### src/rtl/rgb_led_fade_timeout_controller_assert.svh
// Assertion helpers for the fade controller. Both sample on i_clk and are
// switched off while i_rst_n is low.
`ifndef RGB_LED_FADE_TIMEOUT_CONTROLLER_ASSERT_SVH
`define RGB_LED_FADE_TIMEOUT_CONTROLLER_ASSERT_SVH

// Consequent must hold in the same cycle as the antecedent.
`define RLFTC_ASSERT_SAME(lbl, ante, cons, msg) \
    lbl: assert property (@(posedge i_clk) disable iff (!i_rst_n) (ante) |-> (cons)) \
        else $error(msg);

// Consequent must hold in the cycle after the antecedent.
`define RLFTC_ASSERT_NEXT(lbl, ante, cons, msg) \
    lbl: assert property (@(posedge i_clk) disable iff (!i_rst_n) (ante) |=> (cons)) \
        else $error(msg);

`endif

### src/rtl/rlftc_pkg.sv
package rlftc_pkg;

    localparam int CHAN_W      = 6;
    localparam int DELTA_W     = 7;
    localparam int TIME_W      = 10;
    localparam int NODE_W      = 8;
    localparam int NUM_CHAN    = 3;
    // one integer quotient bit plus eight fraction bits: ratio 0..256
    localparam int RATIO_STEPS = 9;
    localparam int STEP_W      = $clog2(RATIO_STEPS);
    localparam int ACC_W       = CHAN_W + RATIO_STEPS - 1;

    typedef logic [CHAN_W-1:0]         t_chan;
    typedef logic signed [DELTA_W-1:0] t_delta;
    typedef logic [TIME_W-1:0]         t_time;

    typedef enum logic {
        OP_CMD  = 1'b0,
        OP_TICK = 1'b1
    } t_opcode;

    typedef enum logic [2:0] {
        S_IDLE,
        S_CALC,
        S_WRITE,
        S_POST,
        S_DONE
    } t_state;

    // shared control for the serial divider and the channel lanes
    typedef struct packed {
        logic load;
        logic step;
    } t_ser_ctrl;

endpackage

### src/rtl/rlftc_div.sv
module rlftc_div (
    input  logic                i_clk,
    input  logic                i_rst_n,
    input  rlftc_pkg::t_ser_ctrl i_ctrl,
    input  rlftc_pkg::t_time    i_dividend,
    input  rlftc_pkg::t_time    i_divisor,
    output logic                o_qbit
);
    import rlftc_pkg::*;

    t_time               r_rem;
    logic                r_first;
    logic [TIME_W:0]     w_trial;

    // first step tests the integer bit, later ones shift in a zero
    assign w_trial = r_first ? {1'b0, r_rem} : {r_rem, 1'b0};
    assign o_qbit  = w_trial >= {1'b0, i_divisor};

    always_ff @(posedge i_clk) begin
        if (!i_rst_n) begin
            r_first <= 1'b0;
        end else if (i_ctrl.load) begin
            r_first <= 1'b1;
        end else if (i_ctrl.step) begin
            r_first <= 1'b0;
        end
    end

    always_ff @(posedge i_clk) begin
        if (i_ctrl.load) begin
            r_rem <= i_dividend;
        end else if (i_ctrl.step) begin
            if (o_qbit) begin
                r_rem <= TIME_W'(w_trial - {1'b0, i_divisor});
            end else begin
                r_rem <= w_trial[TIME_W-1:0];
            end
        end
    end

endmodule

### src/rtl/rlftc_lane.sv
module rlftc_lane (
    input  logic                 i_clk,
    input  rlftc_pkg::t_ser_ctrl i_ctrl,
    input  logic                 i_qbit,
    input  rlftc_pkg::t_delta    i_delta,
    input  rlftc_pkg::t_chan     i_start,
    output rlftc_pkg::t_chan     o_level
);
    import rlftc_pkg::*;

    logic [ACC_W-1:0] r_acc;
    t_chan            w_abs;
    t_chan            w_mag;

    assign w_abs = i_delta[DELTA_W-1] ? CHAN_W'(-i_delta) : i_delta[CHAN_W-1:0];

    // |delta| * ratio / 256, sign put back afterwards: truncates toward zero
    assign w_mag   = r_acc[ACC_W-1:ACC_W-CHAN_W];
    assign o_level = i_delta[DELTA_W-1] ? CHAN_W'(i_start - w_mag)
                                        : CHAN_W'(i_start + w_mag);

    // Horner accumulation over quotient bits, MSB first
    always_ff @(posedge i_clk) begin
        if (i_ctrl.load) begin
            r_acc <= '0;
        end else if (i_ctrl.step) begin
            r_acc <= {r_acc[ACC_W-2:0], 1'b0} + (i_qbit ? ACC_W'(w_abs) : ACC_W'(0));
        end
    end

endmodule

### src/rtl/rgb_led_fade_timeout_controller.sv
// RGB LED fade controller: each input item is either a colour command (four
// words, acted on only when the destination byte matches the node address)
// or one 10 ms tick, and every item returns exactly one result with the
// three 6-bit levels. A command goes straight to the result state; a tick
// with no fade running first passes the off-timer state, and a tick during a
// fade first runs the bit-serial ratio divider, which yields one quotient
// bit a cycle over 9 bits and feeds the three per-channel shift-add
// multipliers in step, then writes the levels and passes the off-timer
// state. The result state waits for the output register to be free. The
// input is stalled while an item is being worked on; the finished result
// sits in an output register, so the next item can be taken while it waits.
module rgb_led_fade_timeout_controller (
    input  logic        i_clk,
    input  logic        i_rst_n,
    input  logic        i_in_valid,
    output logic        o_in_stall,
    input  logic        i_opcode,
    input  logic [15:0] i_cmd_word1,
    input  logic [15:0] i_cmd_word2,
    input  logic [15:0] i_cmd_word3,
    input  logic [15:0] i_cmd_word4,
    input  logic        i_cfg_wr_en,
    input  logic [7:0]  i_cfg_wr_data,
    output logic        o_out_valid,
    input  logic        i_out_stall,
    output logic [5:0]  o_red_level,
    output logic [5:0]  o_green_level,
    output logic [5:0]  o_blue_level
);
    import rlftc_pkg::*;

    t_state              r_state;
    t_state              n_state;
    t_ser_ctrl           w_ctrl;
    logic                w_in_stall;
    logic                w_out_load;

    logic [NODE_W-1:0]   r_node;
    t_chan               r_start [NUM_CHAN];
    t_delta              r_delta [NUM_CHAN];
    t_chan               r_cur   [NUM_CHAN];
    t_time               r_off;
    t_time               r_len;
    t_time               r_cnt;
    logic [STEP_W-1:0]   r_step;

    logic                r_out_valid;
    t_chan               r_red;
    t_chan               r_green;
    t_chan               r_blue;

    logic                w_in_acc;
    logic                w_out_free;
    logic                w_fade_act;
    logic                w_last;
    logic                w_match;
    logic                w_qbit;
    t_chan               w_lvl     [NUM_CHAN];
    t_chan               w_cmd_cur [NUM_CHAN];
    t_chan               w_cmd_tgt [NUM_CHAN];

    assign o_in_stall    = w_in_stall;
    assign o_out_valid   = r_out_valid;
    assign o_red_level   = r_red;
    assign o_green_level = r_green;
    assign o_blue_level  = r_blue;

    assign w_in_acc   = i_in_valid && !w_in_stall;
    assign w_out_free = !r_out_valid || !i_out_stall;
    assign w_fade_act = (r_len != '0) && (r_cnt < r_len);
    assign w_last     = r_step == STEP_W'(RATIO_STEPS - 1);
    assign w_match    = i_cmd_word4[15:8] == r_node;

    assign w_cmd_cur[0] = i_cmd_word1[5:0];
    assign w_cmd_cur[1] = i_cmd_word1[11:6];
    assign w_cmd_cur[2] = {i_cmd_word2[1:0], i_cmd_word1[15:12]};
    assign w_cmd_tgt[0] = i_cmd_word2[7:2];
    assign w_cmd_tgt[1] = i_cmd_word2[13:8];
    assign w_cmd_tgt[2] = {i_cmd_word3[3:0], i_cmd_word2[15:14]};

    // next state
    always_comb begin
        n_state = r_state;
        unique case (r_state)
            S_IDLE: begin
                if (w_in_acc) begin
                    if (i_opcode == OP_TICK) begin
                        n_state = w_fade_act ? S_CALC : S_POST;
                    end else begin
                        n_state = S_DONE;
                    end
                end
            end
            S_CALC: begin
                if (w_last) begin
                    n_state = S_WRITE;
                end
            end
            S_WRITE: n_state = S_POST;
            S_POST:  n_state = S_DONE;
            S_DONE: begin
                if (w_out_free) begin
                    n_state = S_IDLE;
                end
            end
            default: n_state = S_IDLE;
        endcase
    end

    // state outputs
    always_comb begin
        w_in_stall  = 1'b1;
        w_ctrl      = '0;
        w_out_load  = 1'b0;
        unique case (r_state)
            S_IDLE: begin
                w_in_stall  = 1'b0;
                w_ctrl.load = i_in_valid && (i_opcode == OP_TICK) && w_fade_act;
            end
            S_CALC:  w_ctrl.step = 1'b1;
            S_WRITE: w_in_stall = 1'b1;
            S_POST:  w_in_stall = 1'b1;
            S_DONE:  w_out_load = w_out_free;
            default: w_in_stall = 1'b1;
        endcase
    end

    rlftc_div u_div (
        .i_clk      (i_clk),
        .i_rst_n    (i_rst_n),
        .i_ctrl     (w_ctrl),
        .i_dividend (TIME_W'(r_cnt + 1'b1)),
        .i_divisor  (r_len),
        .o_qbit     (w_qbit)
    );

    for (genvar g = 0; g < NUM_CHAN; g++) begin : g_lane
        rlftc_lane u_lane (
            .i_clk   (i_clk),
            .i_ctrl  (w_ctrl),
            .i_qbit  (w_qbit),
            .i_delta (r_delta[g]),
            .i_start (r_start[g]),
            .o_level (w_lvl[g])
        );
    end

    always_ff @(posedge i_clk) begin
        if (!i_rst_n) begin
            r_state <= S_IDLE;
        end else begin
            r_state <= n_state;
        end
    end

    always_ff @(posedge i_clk) begin
        if (!i_rst_n) begin
            r_node <= '0;
        end else if (i_cfg_wr_en) begin
            r_node <= i_cfg_wr_data;
        end
    end

    always_ff @(posedge i_clk) begin
        if (!i_rst_n) begin
            r_start <= '{default: '0};
            r_delta <= '{default: '0};
            r_cur   <= '{default: '0};
            r_off   <= '0;
            r_len   <= '0;
            r_cnt   <= '0;
            r_step  <= '0;
        end else begin
            unique case (r_state)
                S_IDLE: begin
                    r_step <= '0;
                    if (w_in_acc) begin
                        if (i_opcode == OP_TICK) begin
                            if (w_fade_act) begin
                                r_cnt <= TIME_W'(r_cnt + 1'b1);
                            end
                        end else if (w_match) begin
                            for (int i = 0; i < NUM_CHAN; i++) begin
                                r_cur[i]   <= w_cmd_cur[i];
                                r_start[i] <= w_cmd_cur[i];
                                r_delta[i] <= DELTA_W'({1'b0, w_cmd_tgt[i]}
                                                       - {1'b0, w_cmd_cur[i]});
                            end
                            r_off <= i_cmd_word3[13:4];
                            r_len <= {i_cmd_word4[7:0], i_cmd_word3[15:14]};
                            r_cnt <= '0;
                        end
                    end
                end
                S_CALC: r_step <= STEP_W'(r_step + 1'b1);
                S_WRITE: begin
                    for (int i = 0; i < NUM_CHAN; i++) begin
                        r_cur[i] <= w_lvl[i];
                    end
                end
                S_POST: begin
                    // blanking wins over the fade value on the tick it fires
                    if (r_off != '0) begin
                        r_off <= TIME_W'(r_off - 1'b1);
                        if (r_off == TIME_W'(1)) begin
                            r_cur <= '{default: '0};
                        end
                    end
                end
                S_DONE:  r_step <= '0;
                default: r_step <= '0;
            endcase
        end
    end

    always_ff @(posedge i_clk) begin
        if (!i_rst_n) begin
            r_out_valid <= 1'b0;
        end else if (w_out_load) begin
            r_out_valid <= 1'b1;
        end else if (!i_out_stall) begin
            r_out_valid <= 1'b0;
        end
    end

    always_ff @(posedge i_clk) begin
        if (w_out_load) begin
            r_red   <= r_cur[0];
            r_green <= r_cur[1];
            r_blue  <= r_cur[2];
        end
    end

`include "rgb_led_fade_timeout_controller_assert.svh"

    `RLFTC_ASSERT_SAME(a_cnt_in_range, 1'b1, r_cnt <= r_len, "fade count beyond fade length")
    `RLFTC_ASSERT_NEXT(a_fade_tick_calc, w_in_acc && (i_opcode == OP_TICK) && w_fade_act, r_state == S_CALC, "active fade tick did not start the ratio calculation")
    `RLFTC_ASSERT_SAME(a_step_bound, r_state == S_CALC, r_step < STEP_W'(RATIO_STEPS), "ratio step count overran")
    `RLFTC_ASSERT_NEXT(a_blank, (r_state == S_POST) && (r_off == TIME_W'(1)), (r_cur[0] == '0) && (r_cur[1] == '0) && (r_cur[2] == '0), "off timer expiry did not blank the channels")

endmodule
### config.mk
export PLATFORM = sky130hd
export DESIGN_NAME = rgb_led_fade_timeout_controller
export DESIGN_NICKNAME = d
export VERILOG_FILES = /design/src/rtl/rlftc_pkg.sv /design/src/rtl/rlftc_div.sv /design/src/rtl/rlftc_lane.sv /design/src/rtl/rgb_led_fade_timeout_controller.sv
export VERILOG_INCLUDE_DIRS = /design/src /design/src/rtl
export SDC_FILE = /design/constraint.sdc
export NUM_CORES = 1
export LEC_CHECK = 0
export BUFFER_PORTS_ARGS = -buffer_cell sky130_fd_sc_hd__buf_2
export CELL_PAD_IN_SITES_DETAIL_PLACEMENT = 1
export CELL_PAD_IN_SITES_GLOBAL_PLACEMENT = 2
export CORE_ASPECT_RATIO = 0.75
export CORE_MARGIN = 1.5
export CORE_UTILIZATION = 37
export CTS_BUF_LIST = sky130_fd_sc_hd__clkbuf_16
export DETAILED_ROUTE_END_ITERATION = 8
export PLACE_DENSITY = 0.82
export SLEW_MARGIN = 20
export SYNTH_ARGS = -nofsm -noshare
export SYNTH_HDL_FRONTEND = slang
export SYNTH_SLANG_ARGS = --single-unit
### constraint.sdc
create_clock -name i_clk -period 5.2 [get_ports i_clk]
set_clock_uncertainty 0.15 [all_clocks]
set_input_delay 0.78 -clock i_clk [delete_from_list [all_inputs] [get_ports i_clk]]
set_output_delay 0.78 -clock i_clk [all_outputs]
set_load 0.05 [all_outputs]
==> run summary, run 1 <==
Post-Synthesis Cells - 1271
Final hold viol count - 0
Share of layout cells above drive strength 1 - 12.7%
Rel. slew slack - 33.3%
Maxcap violations - 0
Port buffer count - 97
CTS sink count - 174
Final net count - 1499
Clock-pin slew on the worst setup and hold paths - 0.07 ns
Final Wtd Congestion - 0.832
DP Wirelength - 21.7 mm
Number of enable flip-flop cells after synthesis - 28
Tcrit/Tclk final - 89.3%
Netlist cell types - 62
Synth warnings - 0
Pwr Density - 394 nW/um2
Mean Syn Cell Area - 8.47 um2
Cell area after synthesis - 10800 um2
Layout filler cell count - 3390
M1 GR Usage - 31.6%
Tot Pwr - 4790 uW
CP Max Fanout - 15
Top cells by count, synth - nand2_1 (174), dfxtp_1 (146), o21ai_0 (86)
Peak VDD IR - 0.252 mV
Syn_nets - 1440
Lkg Pwr - 0.00503 uW
Crit path launch type - flip-flop
Grt total ovfl - 0
Clock latency on the worst-skew pair - 0.45 ns
Routed vias - 9047
Unrepaired setup endpoints after global routing - no
Top-count cell post-synth - nand2_1
CP required - 5.42 ns
PnR worst setup slack - 0.558 ns
Largest net degree at the start of global routing - 79
Final setup viols - 0
Flops & latches, synth - 174
Num rows - 53
# hold bufs at CTS - 0
Place WS - 0.472 ns
Initial antenna violation count - 0
Async set or reset register ratio after synthesis - 0%
Clk buf depth - 2
CTS root buffer - clkbuf_16
# IOs - 98
Fmax - 0.215 GHz
Via density - 5.24
Final ANT Viol Nets - 0
Area Overhead vs Synth - 12.8%
Sequential area share after synthesis - 34.9%
Dominant cell type by area after synthesis - dfxtp_1
Core area - 28300 um2
Top post-synthesis cells by area - dfxtp_1 (27%), ha_1 (9.4%), edfxtp_1 (7.8%)
CTS buffer count - 17
Vias in the first global route - 9181
Met3 usage - 3.45%
Postcts setup bufs - 0
Worst Tran Pin Value - 0.999 ns
Initial DRC count - 394
Final Max Slew Viols - 0
DRC Markers - 0
M2 GR Usage - 30.7%
Die footprint - 30200 um2
Worst Hold Class - flip-flop to flip-flop
Post-synth top flop - dfxtp_1
Worst EP arrival - 4.86 ns
Average wire per standard cell - 17.3 um
Pre-Repair DR Iteration Count - 4
Run status - finished clean
GR peak layer - met1
Share of the synthesized area in the top cell type - 27.1%
H-tree Lvls - 4
Starting Density - 38.0%
Worst Path Class, Setup - flip-flop to flip-flop
First-pass GRT wire length - 49.0 mm
Min cycle time layout - 4.64 ns
Setup TNS - 0 ns
Crit end category - flip-flop
Final wirelength - 29.9 mm
Chip width - 200 um
Diodes inserted - 0
TritonCTS clock tree - yes
Die Y - 151 um
All-Layer GR Usage - 20.8%
-- cell type report --
class                      instances  area, um2  share of cell area [%]
tap                              385        482                    3.97
clock buffer                      17        425                    3.50
inverter                          82        308                    2.53
sequential                       174       3760                    31.0
clock inverter                    15        136                    1.12
multi-input combinational        945       6440                    53.0
timing repair buffer             110        596                    4.90
-- cell families after synthesis --
kind of cell	count (synthesis)	share of synthesized area (%)
AO/OA/AOI/OAI	317	19.7
multiplexers	26	2.57
AND/OR/NAND/NOR	412	18.1
adder cells (fa/ha/maj)	91	11.3
XOR/XNOR	99	8.05
buffers and inverters	152	5.47
flip-flops	174	34.9
-- final timing paths --
path,start,end,slack [ns],depth (start not counted)
worst max-delay path,u_div.r_first,g_lane[2].u_lane.r_acc[13],0.56,16
worst min-delay path,r_cur[7],o_green_level[1],0.29,0
worst max register to register,u_div.r_first,g_lane[2].u_lane.r_acc[13],0.56,16
worst min register to register,r_cur[7],o_green_level[1],0.29,0
-- per-layer routing --
metal	share of wire [%]	vias to the layer above
met2	42	100
li1	-	4544
met3	2.6	26
met1	55	4377
met5	0	-
met4	1.0	0
-- state kept, by name (all words and copies together) (netlist names), 3 cells and up --
name,cells
r_cnt,10
r_delta,21
r_off,10
r_cur,18
o_blue_level,6
r_node,8
o_red_level,6
g_lane.u_lane.r_acc,42
r_start,18
r_step,4
o_green_level,6
r_state,3
r_len,10
u_div.r_rem,10
-- critical path, stage by stage, from the launching register on --
cell	delay (ns)
dfxtp_1	0.59
mux2_2	0.41
ha_1	0.39
o211ai_1	0.12
a21oi_1	0.23
o31ai_1	0.17
a32o_2	0.39
nor2_1	0.18
ha_1	0.19
inv_1	0.05
fa_1	0.40
nor2b_1	0.12
o21ai_0	0.10
a21boi_0	0.52
o21ai_0	0.19
xor2_1	0.18
a21oi_1	0.17
-- report_power, final --
group / internal [uW] / switching (uW)
registers: 1580 / 238
clock network: 666 / 600
logic: 766 / 939
-- timing repair --
action,4_1_cts,5_1_grt
gates resized for setup,0,1
endpoints found under the setup margin,0,3
hold endpoints to repair,0,0
-- through the flow --
step / utilization, % / instances / cell area (um2) / hold WS, ns
floorplan: - / 1271 / 10800 / 0.253
global placement: 40.9 / 1696 / 11600 / 0.255
detailed placement: 40.9 / 1696 / 11600 / 0.263
CTS: 42.9 / 1728 / 12100 / 0.285
global route: 42.9 / 1728 / 12100 / 0.299
finish: 42.9 / 1728 / 12100 / 0.287
-- layout by cell type (no fill, tap or decap), types with 5 or more instances in the layout --
master | synthesis | layout
mux2i_1 | 13 | 13
o211a_1 | 16 | 16
nor2_1 | 69 | 69
mux2_2 | 13 | 13
edfxtp_1 | 28 | 28
o32ai_1 | 5 | 5
nand3b_1 | 8 | 8
o22ai_1 | 5 | 5
a211oi_1 | 6 | 6
o21ai_0 | 86 | 86
nand3_1 | 48 | 47
a21oi_1 | 51 | 50
clkbuf_16 | 0 | 17
or2_2 | 6 | 6
a21boi_0 | 52 | 52
o211ai_1 | 14 | 14
a22oi_1 | 5 | 5
dfxtp_1 | 146 | 146
o31ai_1 | 7 | 7
nand2b_1 | 6 | 6
xor2_1 | 47 | 47
nand2_1 | 174 | 173
a31oi_1 | 8 | 8
fa_1 | 10 | 10
xnor2_1 | 52 | 52
a21o_1 | 10 | 10
buf_2 | 14 | 97
nor3_1 | 21 | 21
o311ai_0 | 12 | 12
and3_1 | 10 | 10
or3_1 | 7 | 7
inv_1 | 82 | 82
nor2b_1 | 29 | 29
nand4_1 | 7 | 7
and2_1 | 9 | 9
buf_4 | 0 | 12
o21a_1 | 15 | 15
ha_1 | 81 | 81
No activity file was read; power rests on OpenSTA's default activity.
==> run 2: changes to the inputs <==
--- a/config.mk
+++ b/config.mk
@@ -6,15 +6,17 @@
 export SDC_FILE = /design/constraint.sdc
 export NUM_CORES = 1
 export LEC_CHECK = 0
+export ABC_AREA = 1
 export BUFFER_PORTS_ARGS = -buffer_cell sky130_fd_sc_hd__buf_2
 export CELL_PAD_IN_SITES_DETAIL_PLACEMENT = 1
 export CELL_PAD_IN_SITES_GLOBAL_PLACEMENT = 2
 export CORE_ASPECT_RATIO = 0.75
-export CORE_MARGIN = 1.5
-export CORE_UTILIZATION = 37
+export CORE_MARGIN = 4
+export CORE_UTILIZATION = 34
 export CTS_BUF_LIST = sky130_fd_sc_hd__clkbuf_16
+export CTS_CLUSTER_SIZE = 40
 export DETAILED_ROUTE_END_ITERATION = 8
-export PLACE_DENSITY = 0.82
+export PLACE_DENSITY = 0.81
 export SLEW_MARGIN = 20
 export SYNTH_ARGS = -nofsm -noshare
 export SYNTH_HDL_FRONTEND = slang
==> run summary, run 2 <==
Peak VDD IR - 0.260 mV
Top reg by flops - g_lane.u_lane.r_acc
Clock-pin slew on the worst setup and hold paths - 0.07 ns
Async set or reset register ratio after synthesis - 0%
All-Layer GR Usage - 20.2%
First-pass GRT wire length - 59.2 mm
Run status - finished clean
Worst EP arrival - 4.94 ns
Clk buf depth - 2
Crit path launch type - flip-flop
Post-synth top flop - dfxtp_1
Netlist cell types - 44
Number of enable flip-flop cells after synthesis - 28
Post-Synthesis Cells - 1681
Tcrit/Tclk final - 90.8%
Design Area, Final - 13000 um2
CP required - 5.42 ns
Worst Setup SP - u_div.r_first
Grt total ovfl - 0
Setup TNS - 0 ns
TritonCTS clock tree - yes
Initial antenna violation count - 0
Place WS - 0.521 ns
Most common cell after layout, fill and taps aside - nand2_1
Vias in the first global route - 11079
Final Max Slew Viols - 0
Unrepaired setup endpoints after global routing - no
Top post-synthesis cells by area - dfxtp_1 (25%), nand2_1 (13%), ha_1 (8.8%)
Hold wc startpoint - r_cur[7]
Core Util, Final - 38.9%
CP Max Fanout - 14
Biggest registers after layout - g_lane.u_lane.r_acc (42), r_delta (21)
Final net count - 1923
Resized Gates After CTS - 0
Hold slack final - 0.290 ns
Lkg Pwr - 0.00628 uW
Top-count cell post-synth - nand2_1
Core area - 33500 um2
Average wire per standard cell - 16.7 um
CTS root buffer - clkbuf_16
DP Area - 12400 um2
# IOs - 98
Crit end category - flip-flop
Final hold viol count - 0
CTS sink count - 174
Routed vias - 10998
Initial DRC count - 607
Fmax - 0.212 GHz
Starting Density - 34.4%
Final ANT Viol Nets - 0
Diodes inserted - 0
Sequential area share after synthesis - 32.6%
Synth warnings - 0
Die footprint - 37000 um2
CTS buffer count - 17
Largest net degree at the start of global routing - 70
Worst Tran Pin Value - 1.01 ns
Cell area after synthesis - 11500 um2
Worst Path Class, Setup - flip-flop to flip-flop
Syn_nets - 1850
H-tree Lvls - 4
Flops & latches, synth - 174
DP Wirelength - 27.9 mm
Chip width - 221 um
Final Wtd Congestion - 0.855
Num rows - 58
Die Y - 168 um
Share of the synthesized area in the top cell type - 25.3%
Min cycle time layout - 4.72 ns
Top cells by count, synth - nand2_1 (400), inv_1 (241), nor2_1 (153)
Most frequent cells in the layout - nand2_1 (400), inv_1 (244), nor2_1 (153)
Mean Syn Cell Area - 6.87 um2
Reg-to-Reg Start - u_div.r_first
Clock latency on the worst-skew pair - 0.46 ns
Postcts setup bufs - 0
# hold bufs at CTS - 0
Worst Hold Class - flip-flop to flip-flop
Pwr Density - 396 nW/um2
Max FFs per register - 42
Maxcap violations - 0
Area Overhead vs Synth - 12.9%
Port buffer count - 97
Share of layout cells above drive strength 1 - 11.1%
Final wirelength - 37.1 mm
Pre-Repair DR Iteration Count - 5
PnR worst setup slack - 0.477 ns
DRC Markers - 0
Rel. slew slack - 32.7%
Final setup viols - 0
Dominant cell type by area after synthesis - dfxtp_1
Via density - 4.96
## run 2: changes by cell type after synthesis, sizes merged, moves of 17 or more
cell    delta
nand3     +50
nand2    +228
nor2b     -29
a21oi     +76
o21ai     +38
clkbuf    -23
a21boi    -49
nand4     +40
inv      +168
xnor2     -35
nor2      +92
or2       +17
## run 2: final cells by class
cell class | instances | area (um2)
Clock inverter | 14 | 131
Multi-Input combinational cell | 1197 | 6580
Inverter | 251 | 942
Tap cell | 450 | 563
Fill cell | 4334 | 20500
Timing Repair Buffer | 113 | 606
Clock buffer | 18 | 450
Sequential cell | 174 | 3760
## run 2: layer usage
| layer | GRT usage (%) | vias to the layer above | wire length [um] | share of wire [%] |
|---|---|---|---|---|
| met3 | 3.41 | 33 | 1350 | 3.6 |
| met1 | 30.2 | 5226 | 19500 | 53 |
| met4 | 4.39 | 0 | 440 | 1.2 |
| li1 | - | 5589 | - | - |
| met2 | 30.4 | 150 | 15800 | 43 |
| met5 | 0 | - | 0 | 0 |
## run 2: worst max-delay path, stage by stage (launching register included)
cell and delay (ns):
dfxtp_1 0.54, inv_1 0.23, or2_2 0.31, o21ai_0 0.10
inv_1 0.08, ha_1 0.36, a21oi_1 0.31, o21bai_1 0.14
a21oi_1 0.15, buf_4 0.19, nand3_2 0.14, inv_2 0.29
nor2_1 0.08, ha_1 0.23, fa_1 0.41, nand2_1 0.08
nand2_1 0.06, nand2_1 0.09, nand2_1 0.10, a21oi_1 0.27
inv_1 0.10, nand3_1 0.09, nand3_1 0.07, o21ai_0 0.08
## run 2: path summary, 6_finish.rpt
path | end | slack, ns | depth (start not counted)
max reg2reg | g_lane[0].u_lane.r_acc[11] | 0.48 | 23
min | o_green_level[1] | 0.29 | 0
max | g_lane[0].u_lane.r_acc[11] | 0.48 | 23
min reg2reg | o_green_level[1] | 0.29 | 0
## run 2: stage by stage
step | power (uW) | cells
2_1_floorplan | 3280 | 1681
3_3_place_gp | 3800 | 2185
3_5_place_dp | 3860 | 2185
4_1_cts | 5220 | 2217
5_1_grt | 5590 | 2217
6_report | 5160 | 2217
## run 2: cells by family (layout without fill, tap and decap cells)
logic type      count (synthesis)  count (layout)  synth area share (%)
fa+ha+maj                      91              91                  10.5
compound gates                302             302                  14.1
xor+xnor                       49              49                  3.72
buf+inv                       310             396                  10.6
flops                         174             174                  32.6
simple gates                  755             755                  28.5
## run 2: power breakdown
group / internal, uW / leakage, uW / switching, uW
Sequential: 1620 / 0.00145 / 233
Combinational: 693 / 0.00453 / 1300
Clock: 698 / 0.000296 / 617
Total: 3010 / 0.00628 / 2150
==> run 3: changes to the inputs <==
==> constraint.sdc (replaced) <==
create_clock -name i_clk -period 5.2 [get_ports i_clk]
set_clock_uncertainty 0.15 [all_clocks]
set_input_delay 0.52 -clock i_clk [delete_from_list [all_inputs] [get_ports i_clk]]
set_output_delay 0.52 -clock i_clk [all_outputs]
set_load 0.05 [all_outputs]
==> run summary, run 3 (same netlist as run 2, synthesis figures left out) <==
Run status - finished clean
Average wire per standard cell - 16.7 um
Worst Path Class, Setup - flip-flop to flip-flop
Postcts setup bufs - 0
Tot Pwr - 5130 uW
Grt total ovfl - 0
Rel. slew slack - 40.1%
Share of total power in combinational logic - 38.9%
Largest net degree at the start of global routing - 70
Resized Gates After CTS - 0
Met3 usage - 3.34%
Worst Tran Pin Value - 0.896 ns
Most common cell after layout, fill and taps aside - nand2_1
Most common cell on crit path - nand2_1
GR peak layer - met2
Place WS - 0.563 ns
Final setup viols - 0
Pwr Density - 394 nW/um2
Clk buf depth - 2
Biggest registers after layout - g_lane.u_lane.r_acc (42), r_delta (21)
Worst Hold Class - input pin to flip-flop
Clock latency on the worst-skew pair - 0.46 ns
Die footprint - 37000 um2
Core area - 33500 um2
# hold bufs at CTS - 0
PnR worst setup slack - 0.526 ns
Maxcap violations - 0
CP required - 5.42 ns
M2 GR Usage - 30.6%
Crit path max-delay cell type - dfxtp_1
H-tree Lvls - 4
Final net count - 1921
Diodes inserted - 0
Die Y - 168 um
Switching Share - 42.1%
Worst path max stage delay - 0.54 ns
Chip width - 221 um
Crit path launch type - flip-flop
Clock share of power - 25.1%
Switching Power - 2160 uW
Share of layout cells above drive strength 1 - 11.1%
Final Max Slew Viols - 0
Min cycle time layout - 4.67 ns
Cell Chain, Critical Path - inv_1 -> or2_2 -> o21ai_0 -> inv_1 -> ha_1 -> a21oi_1 -> o21bai_1 -> a21oi_1 -> buf_4 -> nand3_2 -> inv_2 -> nor2_1 -> ha_1 -> fa_1 -> nand2_1 -> nand2_1 -> nand2_1 -> nand2_1 -> a21oi_1 -> inv_1 -> nand3_1 -> nand3_1 -> o21ai_0
CP Max Fanout - 14
Setup TNS - 0 ns
Crit end category - flip-flop
Starting Density - 34.4%
Clock-pin slew on the worst setup and hold paths - 0.08 ns
Area Overhead vs Synth - 12.8%
First-pass GRT wire length - 59.8 mm
All-Layer GR Usage - 20.2%
Pre-Repair DR Iteration Count - 5
CTS buffer count - 17
CTS sink count - 174
Num rows - 58
Tcrit/Tclk final - 89.9%
Power Internal - 2970 uW
DP Wirelength - 27.9 mm
Lkg Pwr - 0.00626 uW
Worst EP arrival - 4.89 ns
Fmax - 0.214 GHz
Peak VDD IR - 0.203 mV
# IOs - 98
Sequential Power Share - 36.0%
Initial DRC count - 649
DRC Markers - 0
Final ANT Viol Nets - 0
Layout filler cell count - 4347
Final wirelength - 37.0 mm
Routed vias - 11022
CTS root buffer - clkbuf_16
Most frequent cells in the layout - nand2_1 (400), inv_1 (241), nor2_1 (153)
Port buffer count - 97
Vias in the first global route - 11233
Unrepaired setup endpoints after global routing - no
Max FFs per register - 42
Via density - 4.98
TritonCTS clock tree - yes
Final Wtd Congestion - 0.850
M1 GR Usage - 30.3%
Top reg by flops - g_lane.u_lane.r_acc
Final hold viol count - 0
Initial antenna violation count - 0
[run 3: changes by cell type in the layout (fill, tap and decap cells not counted)]
| cell | delta |
|---|---|
| inv_6 | -1 |
| clkinvlp_4 | +1 |
| bufinv_16 | -1 |
| clkinv_1 | +2 |
| buf_12 | +1 |
| buf_6 | +1 |
| buf_4 | -4 |
| inv_8 | +1 |
| inv_1 | -3 |
| clkinv_8 | +1 |
[run 3: stage by stage]
step / util [%] / cell area [um2] / instances / hold WS [ns]
3_5_place_dp: 37.1 / 12400 / 2182 / 0.270
5_1_grt: 38.9 / 13000 / 2215 / 0.122
3_3_place_gp: 37.1 / 12400 / 2182 / 0.265
2_1_floorplan: - / 11500 / 1681 / 0.258
6_report: 38.9 / 13000 / 2215 / 0.136
4_1_cts: 38.8 / 13000 / 2214 / 0.114
[run 3: final timing paths]
check | from | end | slack [ns] | depth (start not counted)
max | u_div.r_first | g_lane[0].u_lane.r_acc[11] | 0.53 | 23
min | i_cfg_wr_data[4] | r_node[4] | 0.14 | 3
max reg2reg | u_div.r_first | g_lane[0].u_lane.r_acc[11] | 0.53 | 23
min reg2reg | r_cur[14] | o_red_level[2] | 0.29 | 0
[run 3: layer usage]
layer / vias to the layer above / part of all wire, %
met5: - / 0
met3: 21 / 3.1
met4: 0 / 0.97
met1: 5266 / 53
li1: 5589 / -
met2: 146 / 43
[run 3: worst max-delay path: cells and delay by family, from the launching register on]
| kind | cells | cell delay [ns] |
|---|---|---|
| fa+ha+maj | 3 | 0.99 |
| compound gates | 6 | 1.03 |
| flops | 1 | 0.54 |
| buf+inv | 5 | 0.90 |
| simple gates | 9 | 0.97 |
[run 3: layout make-up]
cell class              count  area, um2  share of cell area, %
inverters                 251        942                   7.23
well taps                 450        563                   4.32
repair buffers            111        607                   4.66
clock buffers              18        450                   3.46
clock inverters            14        124                  0.951
flip-flops and latches    174       3760                   28.9
multi-input cells        1197       6580                   50.5
[run 3: power groups by stage]
| stage | Sequential (uW) | Clock (uW) | Combinational [uW] |
|---|---|---|---|
| after floorplan | 1830 | 0 | 1450 |
| after global placement | 1870 | 0 | 1930 |
| after detailed placement | 1870 | 0 | 1990 |
| after CTS | 1850 | 1330 | 2000 |
| after global routing | 1880 | 1380 | 2300 |
| final | 1850 | 1290 | 2000 |
